$ cat config.mk
export PLATFORM = sky130hd
export DESIGN_NAME = congestion_quality_ladder_top
export DESIGN_NICKNAME = d
export VERILOG_FILES = /design/src/sv/cql_pkg.sv /design/src/sv/congestion_quality_ladder_top.sv /design/src/sv/cql_cfg_regs.sv /design/src/sv/cql_ladder.sv
export SDC_FILE = /design/constraint.sdc
export NUM_CORES = 1
export LEC_CHECK = 0
export ABC_AREA = 1
export BUFFER_PORTS_ARGS = -buffer_cell sky130_fd_sc_hd__buf_2
export CORE_MARGIN = 2
export CORE_UTILIZATION = 25
export CTS_BUF_LIST = sky130_fd_sc_hd__clkbuf_4 sky130_fd_sc_hd__clkbuf_8 sky130_fd_sc_hd__clkbuf_16
export CTS_CLUSTER_DIAMETER = 120
export DETAILED_ROUTE_END_ITERATION = 10
export GPL_ROUTABILITY_DRIVEN = 0
export PLACE_DENSITY = 0.48
export REMOVE_ABC_BUFFERS = 1
export SYNTH_ARGS = -nofsm -noshare
export SYNTH_HDL_FRONTEND = slang
export SYNTH_SLANG_ARGS = --single-unit
$ cat constraint.sdc
create_clock -name clk -period 5.6 [get_ports clk]
set_clock_uncertainty 0.05 [all_clocks]
set_input_delay 0.56 -clock clk [delete_from_list [all_inputs] [get_ports clk]]
set_output_delay 0.56 -clock clk [all_outputs]
set_load 0.1 [all_outputs]
$ cat src/sv/cql_pkg.sv
// Shared types, constants and decode functions for the congestion quality ladder.
package cql_pkg;

    // Widths of counters and fields
    localparam int TIMER_BITS = 24;
    localparam int STAT_BITS  = 32;
    localparam int LEVEL_W    = 4;
    localparam int RTT_W      = 16;
    localparam int BYTES_W    = 32;
    localparam int KB_W       = 22;
    localparam int DELAY_W    = 24;
    localparam int TILE_W     = 9;
    localparam int DS_W       = 2;
    localparam int CFG_IDX_W  = 3;
    localparam int CFG_DATA_W = 24;
    localparam int KB_SHIFT   = 10;
    localparam int CMP_W      = (TIMER_BITS > DELAY_W) ? TIMER_BITS : DELAY_W;

    localparam logic [LEVEL_W-1:0] TOP_LEVEL = LEVEL_W'(8);

    // Request kinds on the input channel
    typedef enum logic [1:0] {
        REQ_METRICS = 2'd0,
        REQ_TICK    = 2'd1,
        REQ_ADAPT   = 2'd2
    } req_t;

    // Configuration register indexes
    typedef enum logic [CFG_IDX_W-1:0] {
        CFG_RTT_SPIKE      = 3'd0,
        CFG_RTT_RECOVERY   = 3'd1,
        CFG_CONGESTION_KB  = 3'd2,
        CFG_RECOVERY_KB    = 3'd3,
        CFG_DEGRADE_DELAY  = 3'd4,
        CFG_RECOVERY_DELAY = 3'd5,
        CFG_MAX_LEVEL      = 3'd6
    } cfg_idx_t;

    typedef struct packed {
        logic [RTT_W-1:0]   rtt_spike_ms;
        logic [RTT_W-1:0]   rtt_recovery_ms;
        logic [KB_W-1:0]    congestion_kb;
        logic [KB_W-1:0]    recovery_kb;
        logic [DELAY_W-1:0] degrade_delay_ticks;
        logic [DELAY_W-1:0] recovery_delay_ticks;
        logic [LEVEL_W-1:0] max_level;
    } cfg_t;

    typedef struct packed {
        logic [1:0]         req_type;
        logic [RTT_W-1:0]   rtt_ms;
        logic [BYTES_W-1:0] backlog_bytes;
    } item_t;

    typedef struct packed {
        logic [LEVEL_W-1:0]   level;
        logic [TILE_W-1:0]    tile_edge;
        logic                 narrow_data;
        logic                 strong_compression;
        logic [DS_W-1:0]      downsample;
        logic                 changed;
        logic                 congested;
        logic [STAT_BITS-1:0] onset_count;
        logic [STAT_BITS-1:0] degrade_count;
        logic [STAT_BITS-1:0] improve_count;
    } result_t;

    // Tile edge for a level
    function automatic logic [TILE_W-1:0] tile_of(input logic [LEVEL_W-1:0] lv);
        logic [TILE_W-1:0] t;
        begin
            if (lv == LEVEL_W'(0))
                t = TILE_W'(256);
            else if (lv == LEVEL_W'(1))
                t = TILE_W'(192);
            else if (lv <= LEVEL_W'(6))
                t = TILE_W'(128);
            else
                t = TILE_W'(64);
            return t;
        end
    endfunction

    // Downsample step for a level
    function automatic logic [DS_W-1:0] ds_of(input logic [LEVEL_W-1:0] lv);
        logic [DS_W-1:0] d;
        begin
            if (lv <= LEVEL_W'(4))
                d = DS_W'(0);
            else if (lv == LEVEL_W'(5))
                d = DS_W'(1);
            else if (lv <= LEVEL_W'(7))
                d = DS_W'(2);
            else
                d = DS_W'(3);
            return d;
        end
    endfunction

endpackage

$ cat src/sv/congestion_quality_ladder_top.sv
// Top level of the congestion quality ladder: input stage, ladder core, result register.
//
//  channel | handshake              | payload
//  --------+------------------------+----------------------------------------------
//  in      | in_valid / in_ready    | req_type, rtt_ms, backlog_bytes
//  out     | out_valid / out_ready  | level, tile_edge, narrow_data, ... improve_count
//  cfg     | cfg_valid / cfg_ready  | cfg_index, cfg_data
//
// One request per cycle while out_ready does not stall the output; an accepted request goes from
// the input register through one pass of compares and counter updates into the result register.
// Reset clears all ladder state and loads the default configuration; cfg_ready is always high.
// When out_ready is low the result register holds, the input register fills, then in_ready drops.
module congestion_quality_ladder_top (
    input  logic                           clk,
    input  logic                           rst_n,
    input  logic                           in_valid,
    output logic                           in_ready,
    input  logic [1:0]                     req_type,
    input  logic [cql_pkg::RTT_W-1:0]      rtt_ms,
    input  logic [cql_pkg::BYTES_W-1:0]    backlog_bytes,
    output logic                           out_valid,
    input  logic                           out_ready,
    output logic [cql_pkg::LEVEL_W-1:0]    level,
    output logic [cql_pkg::TILE_W-1:0]     tile_edge,
    output logic                           narrow_data,
    output logic                           strong_compression,
    output logic [cql_pkg::DS_W-1:0]       downsample,
    output logic                           changed,
    output logic                           congested,
    output logic [cql_pkg::STAT_BITS-1:0]  onset_count,
    output logic [cql_pkg::STAT_BITS-1:0]  degrade_count,
    output logic [cql_pkg::STAT_BITS-1:0]  improve_count,
    input  logic                           cfg_valid,
    output logic                           cfg_ready,
    input  logic [cql_pkg::CFG_IDX_W-1:0]  cfg_index,
    input  logic [cql_pkg::CFG_DATA_W-1:0] cfg_data
);
    import cql_pkg::*;

    cfg_t    cfg;
    item_t   s1_item_reg;
    logic    s1_valid_reg;
    result_t res;
    result_t out_res_reg;
    logic    out_valid_reg;
    logic    advance;
    logic    item_fire;

    cql_cfg_regs u_cfg (
        .clk       (clk),
        .rst_n     (rst_n),
        .cfg_valid (cfg_valid),
        .cfg_ready (cfg_ready),
        .cfg_index (cfg_index),
        .cfg_data  (cfg_data),
        .cfg       (cfg)
    );

    // Move the held request on when the result register is free or being drained
    assign advance   = !out_valid_reg || out_ready;
    assign item_fire = s1_valid_reg && advance;
    assign in_ready  = !s1_valid_reg || advance;

    cql_ladder u_ladder (
        .clk       (clk),
        .rst_n     (rst_n),
        .cfg       (cfg),
        .item_fire (item_fire),
        .item      (s1_item_reg),
        .res       (res)
    );

    // Input register
    always_ff @(posedge clk or negedge rst_n)
    begin
        if (!rst_n)
        begin
            s1_valid_reg <= 1'b0;
        end
        else if (in_ready)
        begin
            s1_valid_reg <= in_valid;
        end
    end

    always_ff @(posedge clk)
    begin
        if (in_valid && in_ready)
        begin
            s1_item_reg.req_type      <= req_type;
            s1_item_reg.rtt_ms        <= rtt_ms;
            s1_item_reg.backlog_bytes <= backlog_bytes;
        end
    end

    // Result register
    always_ff @(posedge clk or negedge rst_n)
    begin
        if (!rst_n)
        begin
            out_valid_reg <= 1'b0;
        end
        else if (advance)
        begin
            out_valid_reg <= s1_valid_reg;
        end
    end

    always_ff @(posedge clk)
    begin
        if (item_fire)
        begin
            out_res_reg <= res;
        end
    end

    // Drive the result ports
    assign out_valid          = out_valid_reg;
    assign level              = out_res_reg.level;
    assign tile_edge          = out_res_reg.tile_edge;
    assign narrow_data        = out_res_reg.narrow_data;
    assign strong_compression = out_res_reg.strong_compression;
    assign downsample         = out_res_reg.downsample;
    assign changed            = out_res_reg.changed;
    assign congested          = out_res_reg.congested;
    assign onset_count        = out_res_reg.onset_count;
    assign degrade_count      = out_res_reg.degrade_count;
    assign improve_count      = out_res_reg.improve_count;

endmodule

$ cat src/sv/cql_cfg_regs.sv
// Configuration register file for the congestion quality ladder.
module cql_cfg_regs (
    input  logic                           clk,
    input  logic                           rst_n,
    input  logic                           cfg_valid,
    output logic                           cfg_ready,
    input  logic [cql_pkg::CFG_IDX_W-1:0]  cfg_index,
    input  logic [cql_pkg::CFG_DATA_W-1:0] cfg_data,
    output cql_pkg::cfg_t                  cfg
);
    import cql_pkg::*;

    cfg_t cfg_reg;
    cfg_t cfg_next;

    // Always take a write request
    assign cfg_ready = 1'b1;
    assign cfg       = cfg_reg;

    // Decode the index and merge the write data
    always_comb
    begin
        cfg_next = cfg_reg;
        if (cfg_valid)
        begin
            unique case (cfg_idx_t'(cfg_index))
                CFG_RTT_SPIKE:      cfg_next.rtt_spike_ms         = cfg_data[RTT_W-1:0];
                CFG_RTT_RECOVERY:   cfg_next.rtt_recovery_ms      = cfg_data[RTT_W-1:0];
                CFG_CONGESTION_KB:  cfg_next.congestion_kb        = cfg_data[KB_W-1:0];
                CFG_RECOVERY_KB:    cfg_next.recovery_kb          = cfg_data[KB_W-1:0];
                CFG_DEGRADE_DELAY:  cfg_next.degrade_delay_ticks  = cfg_data[DELAY_W-1:0];
                CFG_RECOVERY_DELAY: cfg_next.recovery_delay_ticks = cfg_data[DELAY_W-1:0];
                CFG_MAX_LEVEL:      cfg_next.max_level            = cfg_data[LEVEL_W-1:0];
                default:            cfg_next = cfg_reg;
            endcase
        end
    end

    // Hold the registers, load defaults on reset
    always_ff @(posedge clk or negedge rst_n)
    begin
        if (!rst_n)
        begin
            cfg_reg.rtt_spike_ms         <= RTT_W'(200);
            cfg_reg.rtt_recovery_ms      <= RTT_W'(100);
            cfg_reg.congestion_kb        <= KB_W'(512);
            cfg_reg.recovery_kb          <= KB_W'(128);
            cfg_reg.degrade_delay_ticks  <= DELAY_W'(500);
            cfg_reg.recovery_delay_ticks <= DELAY_W'(2000);
            cfg_reg.max_level            <= TOP_LEVEL;
        end
        else
        begin
            cfg_reg <= cfg_next;
        end
    end

endmodule

$ cat src/sv/cql_ladder.sv
// Ladder state, congestion detection, level stepping and result decode.
module cql_ladder (
    input  logic             clk,
    input  logic             rst_n,
    input  cql_pkg::cfg_t    cfg,
    input  logic             item_fire,
    input  cql_pkg::item_t   item,
    output cql_pkg::result_t res
);
    import cql_pkg::*;

    logic [LEVEL_W-1:0]    quality_level_reg, quality_level_next;
    logic                  congestion_flag_reg, congestion_flag_next;
    logic [RTT_W-1:0]      last_rtt_reg, last_rtt_next;
    logic [BYTES_W-1:0]    last_buffered_reg, last_buffered_next;
    logic [TIMER_BITS-1:0] ticks_degrade_reg, ticks_degrade_next;
    logic [TIMER_BITS-1:0] ticks_improve_reg, ticks_improve_next;
    logic [STAT_BITS-1:0]  edge_counter_reg, edge_counter_next;
    logic [STAT_BITS-1:0]  down_counter_reg, down_counter_next;
    logic [STAT_BITS-1:0]  up_counter_reg, up_counter_next;

    logic [LEVEL_W-1:0] ceiling;
    logic [BYTES_W-1:0] congest_bytes;
    logic [BYTES_W-1:0] recover_bytes;
    logic               now_congested;
    logic               degrade_ok;
    logic               improve_ok;
    logic               changed;

    // Clamp the ceiling and scale the kilobyte thresholds
    assign ceiling       = (cfg.max_level > TOP_LEVEL) ? TOP_LEVEL : cfg.max_level;
    assign congest_bytes = BYTES_W'(cfg.congestion_kb) << KB_SHIFT;
    assign recover_bytes = BYTES_W'(cfg.recovery_kb) << KB_SHIFT;
    assign now_congested = (item.rtt_ms > cfg.rtt_spike_ms) ||
                           (item.backlog_bytes > congest_bytes);

    // Step conditions on the stored state
    assign degrade_ok = (quality_level_reg < ceiling) && congestion_flag_reg;
    assign improve_ok = !degrade_ok && (quality_level_reg != '0) && !congestion_flag_reg &&
                        (last_rtt_reg < cfg.rtt_recovery_ms) &&
                        (last_buffered_reg < recover_bytes);

    // Next state for the request at hand
    always_comb
    begin
        quality_level_next   = quality_level_reg;
        congestion_flag_next = congestion_flag_reg;
        last_rtt_next        = last_rtt_reg;
        last_buffered_next   = last_buffered_reg;
        ticks_degrade_next   = ticks_degrade_reg;
        ticks_improve_next   = ticks_improve_reg;
        edge_counter_next    = edge_counter_reg;
        down_counter_next    = down_counter_reg;
        up_counter_next      = up_counter_reg;
        changed              = 1'b0;
        unique case (req_t'(item.req_type))
            REQ_METRICS:
            begin
                last_rtt_next        = item.rtt_ms;
                last_buffered_next   = item.backlog_bytes;
                congestion_flag_next = now_congested;
                if (now_congested && !congestion_flag_reg)
                    edge_counter_next = edge_counter_reg + STAT_BITS'(1);
            end
            REQ_TICK:
            begin
                if (ticks_degrade_reg != '1)
                    ticks_degrade_next = ticks_degrade_reg + TIMER_BITS'(1);
                if (ticks_improve_reg != '1)
                    ticks_improve_next = ticks_improve_reg + TIMER_BITS'(1);
            end
            REQ_ADAPT:
            begin
                if (degrade_ok &&
                    (CMP_W'(ticks_degrade_reg) >= CMP_W'(cfg.degrade_delay_ticks)))
                begin
                    quality_level_next = quality_level_reg + LEVEL_W'(1);
                    ticks_degrade_next = '0;
                    down_counter_next  = down_counter_reg + STAT_BITS'(1);
                    changed            = 1'b1;
                end
                else if (improve_ok &&
                    (CMP_W'(ticks_improve_reg) >= CMP_W'(cfg.recovery_delay_ticks)) &&
                    (CMP_W'(ticks_degrade_reg) >= CMP_W'(cfg.recovery_delay_ticks)))
                begin
                    quality_level_next = quality_level_reg - LEVEL_W'(1);
                    ticks_improve_next = '0;
                    up_counter_next    = up_counter_reg + STAT_BITS'(1);
                    changed            = 1'b1;
                end
            end
            default:
            begin
                changed = 1'b0;
            end
        endcase
    end

    // Decode the level after this request into the result
    always_comb
    begin
        res.level              = quality_level_next;
        res.tile_edge          = tile_of(quality_level_next);
        res.narrow_data        = (quality_level_next >= LEVEL_W'(3));
        res.strong_compression = (quality_level_next >= LEVEL_W'(4));
        res.downsample         = ds_of(quality_level_next);
        res.changed            = changed;
        res.congested          = congestion_flag_next;
        res.onset_count        = edge_counter_next;
        res.degrade_count      = down_counter_next;
        res.improve_count      = up_counter_next;
    end

    // Advance the state on each request
    always_ff @(posedge clk or negedge rst_n)
    begin
        if (!rst_n)
        begin
            quality_level_reg   <= '0;
            congestion_flag_reg <= 1'b0;
            last_rtt_reg        <= '0;
            last_buffered_reg   <= '0;
            ticks_degrade_reg   <= '0;
            ticks_improve_reg   <= '0;
            edge_counter_reg    <= '0;
            down_counter_reg    <= '0;
            up_counter_reg      <= '0;
        end
        else if (item_fire)
        begin
            quality_level_reg   <= quality_level_next;
            congestion_flag_reg <= congestion_flag_next;
            last_rtt_reg        <= last_rtt_next;
            last_buffered_reg   <= last_buffered_next;
            ticks_degrade_reg   <= ticks_degrade_next;
            ticks_improve_reg   <= ticks_improve_next;
            edge_counter_reg    <= edge_counter_next;
            down_counter_reg    <= down_counter_next;
            up_counter_reg      <= up_counter_next;
        end
    end

`ifndef SYNTHESIS
    a_level_in_range: assert property (@(posedge clk) disable iff (!rst_n)
        quality_level_reg <= TOP_LEVEL)
        else $error("quality level above top level");

    a_level_moves_on_adapt: assert property (@(posedge clk) disable iff (!rst_n)
        (quality_level_reg != $past(quality_level_reg)) |->
            ($past(item_fire) && ($past(item.req_type) == REQ_ADAPT)))
        else $error("level moved without an adapt request");

    a_degrade_clears_timer: assert property (@(posedge clk) disable iff (!rst_n)
        (item_fire && changed && degrade_ok) |=> (ticks_degrade_reg == '0))
        else $error("degrade timer not cleared after step down");

    a_changed_bumps_count: assert property (@(posedge clk) disable iff (!rst_n)
        (item_fire && changed) |=>
            ((down_counter_reg != $past(down_counter_reg)) ||
             (up_counter_reg != $past(up_counter_reg))))
        else $error("level change not counted");
`endif

endmodule
==> results.yml <==
global_route:
  grt_pass1_vias: 19400
  grt_max_degree: 115
  grt_pass1_wl_um: 111000
  antenna_found_initial: 2
  grt_overflow_total: 0
  grt_usage_pct: 13.4
floorplanning:
  die_y_um: 324
  core_area_um2: 102000
  fp-row-count: 117
  die_w_um: 324
  die_area_um2: 105000
  io_pins: 200
  start_util_pct: 25.2
sta:
  rsz0062_at_grt: "no"
  holdWs_ns: 0.0496
  min_period_ns: 3.68
  slew_headroom_pct: 26.7
  slew_violations: 0
  report.final.hold_viol_count: 0
  clock.fmax_mhz: 272
  period_share_pct: 65.7
  tightest_slew_ns: 1.10
  setup_viol: 0
yosys:
  syn_avg_cell_area_um2: 8.49
  synth_top_area_share_pct: 28.9
  yosysMostFrequentCell: "nand2_1"
  ys_types: 47
  synthesis.area_um2: 25600
  synth_top_area_cell: "dfrtp_1"
  seq_area_frac_synth_pct: 49.7
  synthCells: 3014
  synth.top_cells.by_area: "dfrtp_1 29%, edfxtp_1 19%, nand2_1 14%"
  synth_flop_cell: "dfrtp_1"
  ys_seq_elements: 476
  async_reset_ff_share_pct: 66.6
  synthTopCellsByCount: "926 x nand2_1, 360 x inv_1, 296 x dfrtp_1, 275 x o21ai_0, 173 x nor2_1"
  ys_warn_count: 0
  synth_edf_count: 159
drt:
  routed_wl_um: 69500
  highest_layer: "met5"
  wl_met1_um: 33900
  drc: 0
  routed_via_density: 4.33
  wl_per_cell_um: 15.1
  drt-initial-drc-count: 1333
  wl_met3_um: 3250
  dr_wl_met2_um: 31000
  via_count: 19900
  ant_nets: 0
  firstDrtPassIters: 5
setup_path:
  crit_start: "s1_item_reg[31]$_DFFE_PP_"
  crit_type: "reg -> reg"
  critPathMaxFanout: 28
  r2r_end: "onset_count[26]$_DFFE_PP_"
  cp-end-kind: "flop"
  reg2reg_from: "s1_item_reg[31]$_DFFE_PP_"
  worstSetupStartpointType: "flop"
  ff2ff_path_depth: 14
  critPathRequiredTime_ns: 5.91
  rrSetupSlack_ns: 1.92
  critical_path_arrival_ns: 3.99
layout:
  drive_above_1_share_pct: 12.0
  nNetsFinal: 3426
  area_growth_pct: 16.8
  largest_register_ffs: 128
  final_cell_area_um2: 29900
clock_network:
  cts_buffers: 56
  clk-insertion-delay-late_ns: 0.63
  clkSinkCount: 476
  path_clk_slew_ns: 0.06
  clockRootBuffer: "clkbuf_16"
  cts_tree: "done"
  cts_buffer_depth: 3
  h-tree-depth: 2
  cts_resized: 0
power_and_ir_drop:
  p_per_area_nw_per_um2: 437
  peakVddDrop_mv: 0.288
  p_leak_nw: 13.5
place:
  place.port_buffers: 192
  placed_area_um2: 28000
  dp_hpwl_um: 50200
min_path:
  hold_path_class: "in -> reg"
  worstHoldStart: "backlog_bytes[21]"
  worstHoldPathCells: 1
  holdPathEnd: "s1_item_reg[21]$_DFFE_PP_"
run_status:
  status: "completed"
job:
  drv_cap: 0
final cells by class:
cell class | instances | area, µm²
timing repair buffer | 208 | 1120
fill | 11000 | 71700
sequential | 476 | 12700
multi-input combinational | 2077 | 11100
clock buffer | 74 | 1570
inverter | 366 | 1380
tap | 1368 | 1710
clock inverter | 32 | 298
antenna | 2 | 5.00
power by group:
part	switching (mW)	internal (mW)	leakage (nW)	total (mW)
combinational	3.21	1.08	7.05	4.29
sequential	0.567	4.51	5.57	5.07
clock	1.58	2.13	0.918	3.71
routing by layer:
metal  up-vias  global-route usage (%)
met2       358                    21.3
met3        78                    2.43
met1      9268                    18.9
li1      10200                       -
met5         -                       0
met4         2                    3.01
timing repair:
| action | in CTS | in global routing |
|---|---|---|
| hold buffers | 1 | 0 |
| endpoints found under the setup margin | 0 | 0 |
| hold endpoints to repair | 59 | 0 |
| buffers inserted | 0 | 0 |
stage by stage:
stage | util [%] | setup slack, ns | total power [mW] | cells | TNS [ns]
finish | 29.4 | 1.92 | 13.1 | 4603 | 0
global route | 29.4 | 1.40 | 14.0 | 4601 | 0
CTS | 29.4 | 1.85 | 13.3 | 4601 | 0
detailed placement | 27.6 | 1.87 | 9.46 | 4494 | 0
global placement | 27.6 | 1.86 | 9.42 | 4494 | 0
floorplan | - | -4.06 | 8.34 | 2919 | -682.50
logic make-up (layout without fill, tap and decap cells):
family / after synthesis / count (layout) / synth area share, %
flops: 476 / 476 / 49.7
other cells: 2 / 9 / 0.0293
buf+inv: 466 / 680 / 7.06
xor+xnor: 93 / 93 / 3.18
mux: 36 / 36 / 1.58
compound gates: 404 / 404 / 8.28
simple gates: 1378 / 1378 / 22.3
fa+ha+maj: 159 / 159 / 7.77
critical path: stages (launching register included):
cell	delay, ns
edfxtp_1	0.38
ha_1	0.31
nand2_1	0.07
nor2_1	0.22
nand2_1	0.18
nor4_1	0.36
nand2_1	0.10
nand3_1	0.10
nand2_1	0.09
nand2_2	0.47
nand2_1	0.66
nand2_1	0.19
nand2_1	0.07
nand2_1	0.06
nand2_1	0.07
layout by cell type, fill, tap and decap left out, types with 36 or more instances in the layout:
cell type / instances
nand4_1: 68
mux2_2: 36
nand2_1: 924
o21ai_0: 275
xor2_1: 83
edfxtp_1: 159
ha_1: 158
a21oi_1: 81
clkbuf_16: 57
nor3_1: 61
dfrtp_1: 296
nor2_1: 173
nand3_1: 93
inv_1: 359
buf_2: 191
worst max path at each step:
stage               depth (start not counted)                                          to  slack (ns)
global route                               16   u_ladder.edge_counter_reg[19]$_DFFE_PN0P_        1.40
detailed placement                         14   u_ladder.ticks_improve_reg[4]$_DFFE_PN0P_        1.87
CTS                                        14   u_ladder.ticks_improve_reg[4]$_DFFE_PN0P_        1.85
global placement                           14   u_ladder.ticks_improve_reg[4]$_DFFE_PN0P_        1.86
floorplan                                   5  u_ladder.last_buffered_reg[11]$_DFFE_PN0P_       -4.06
finish                                     14                   onset_count[26]$_DFFE_PP_        1.92
Note: power is estimated with default switching activity, not from simulation.
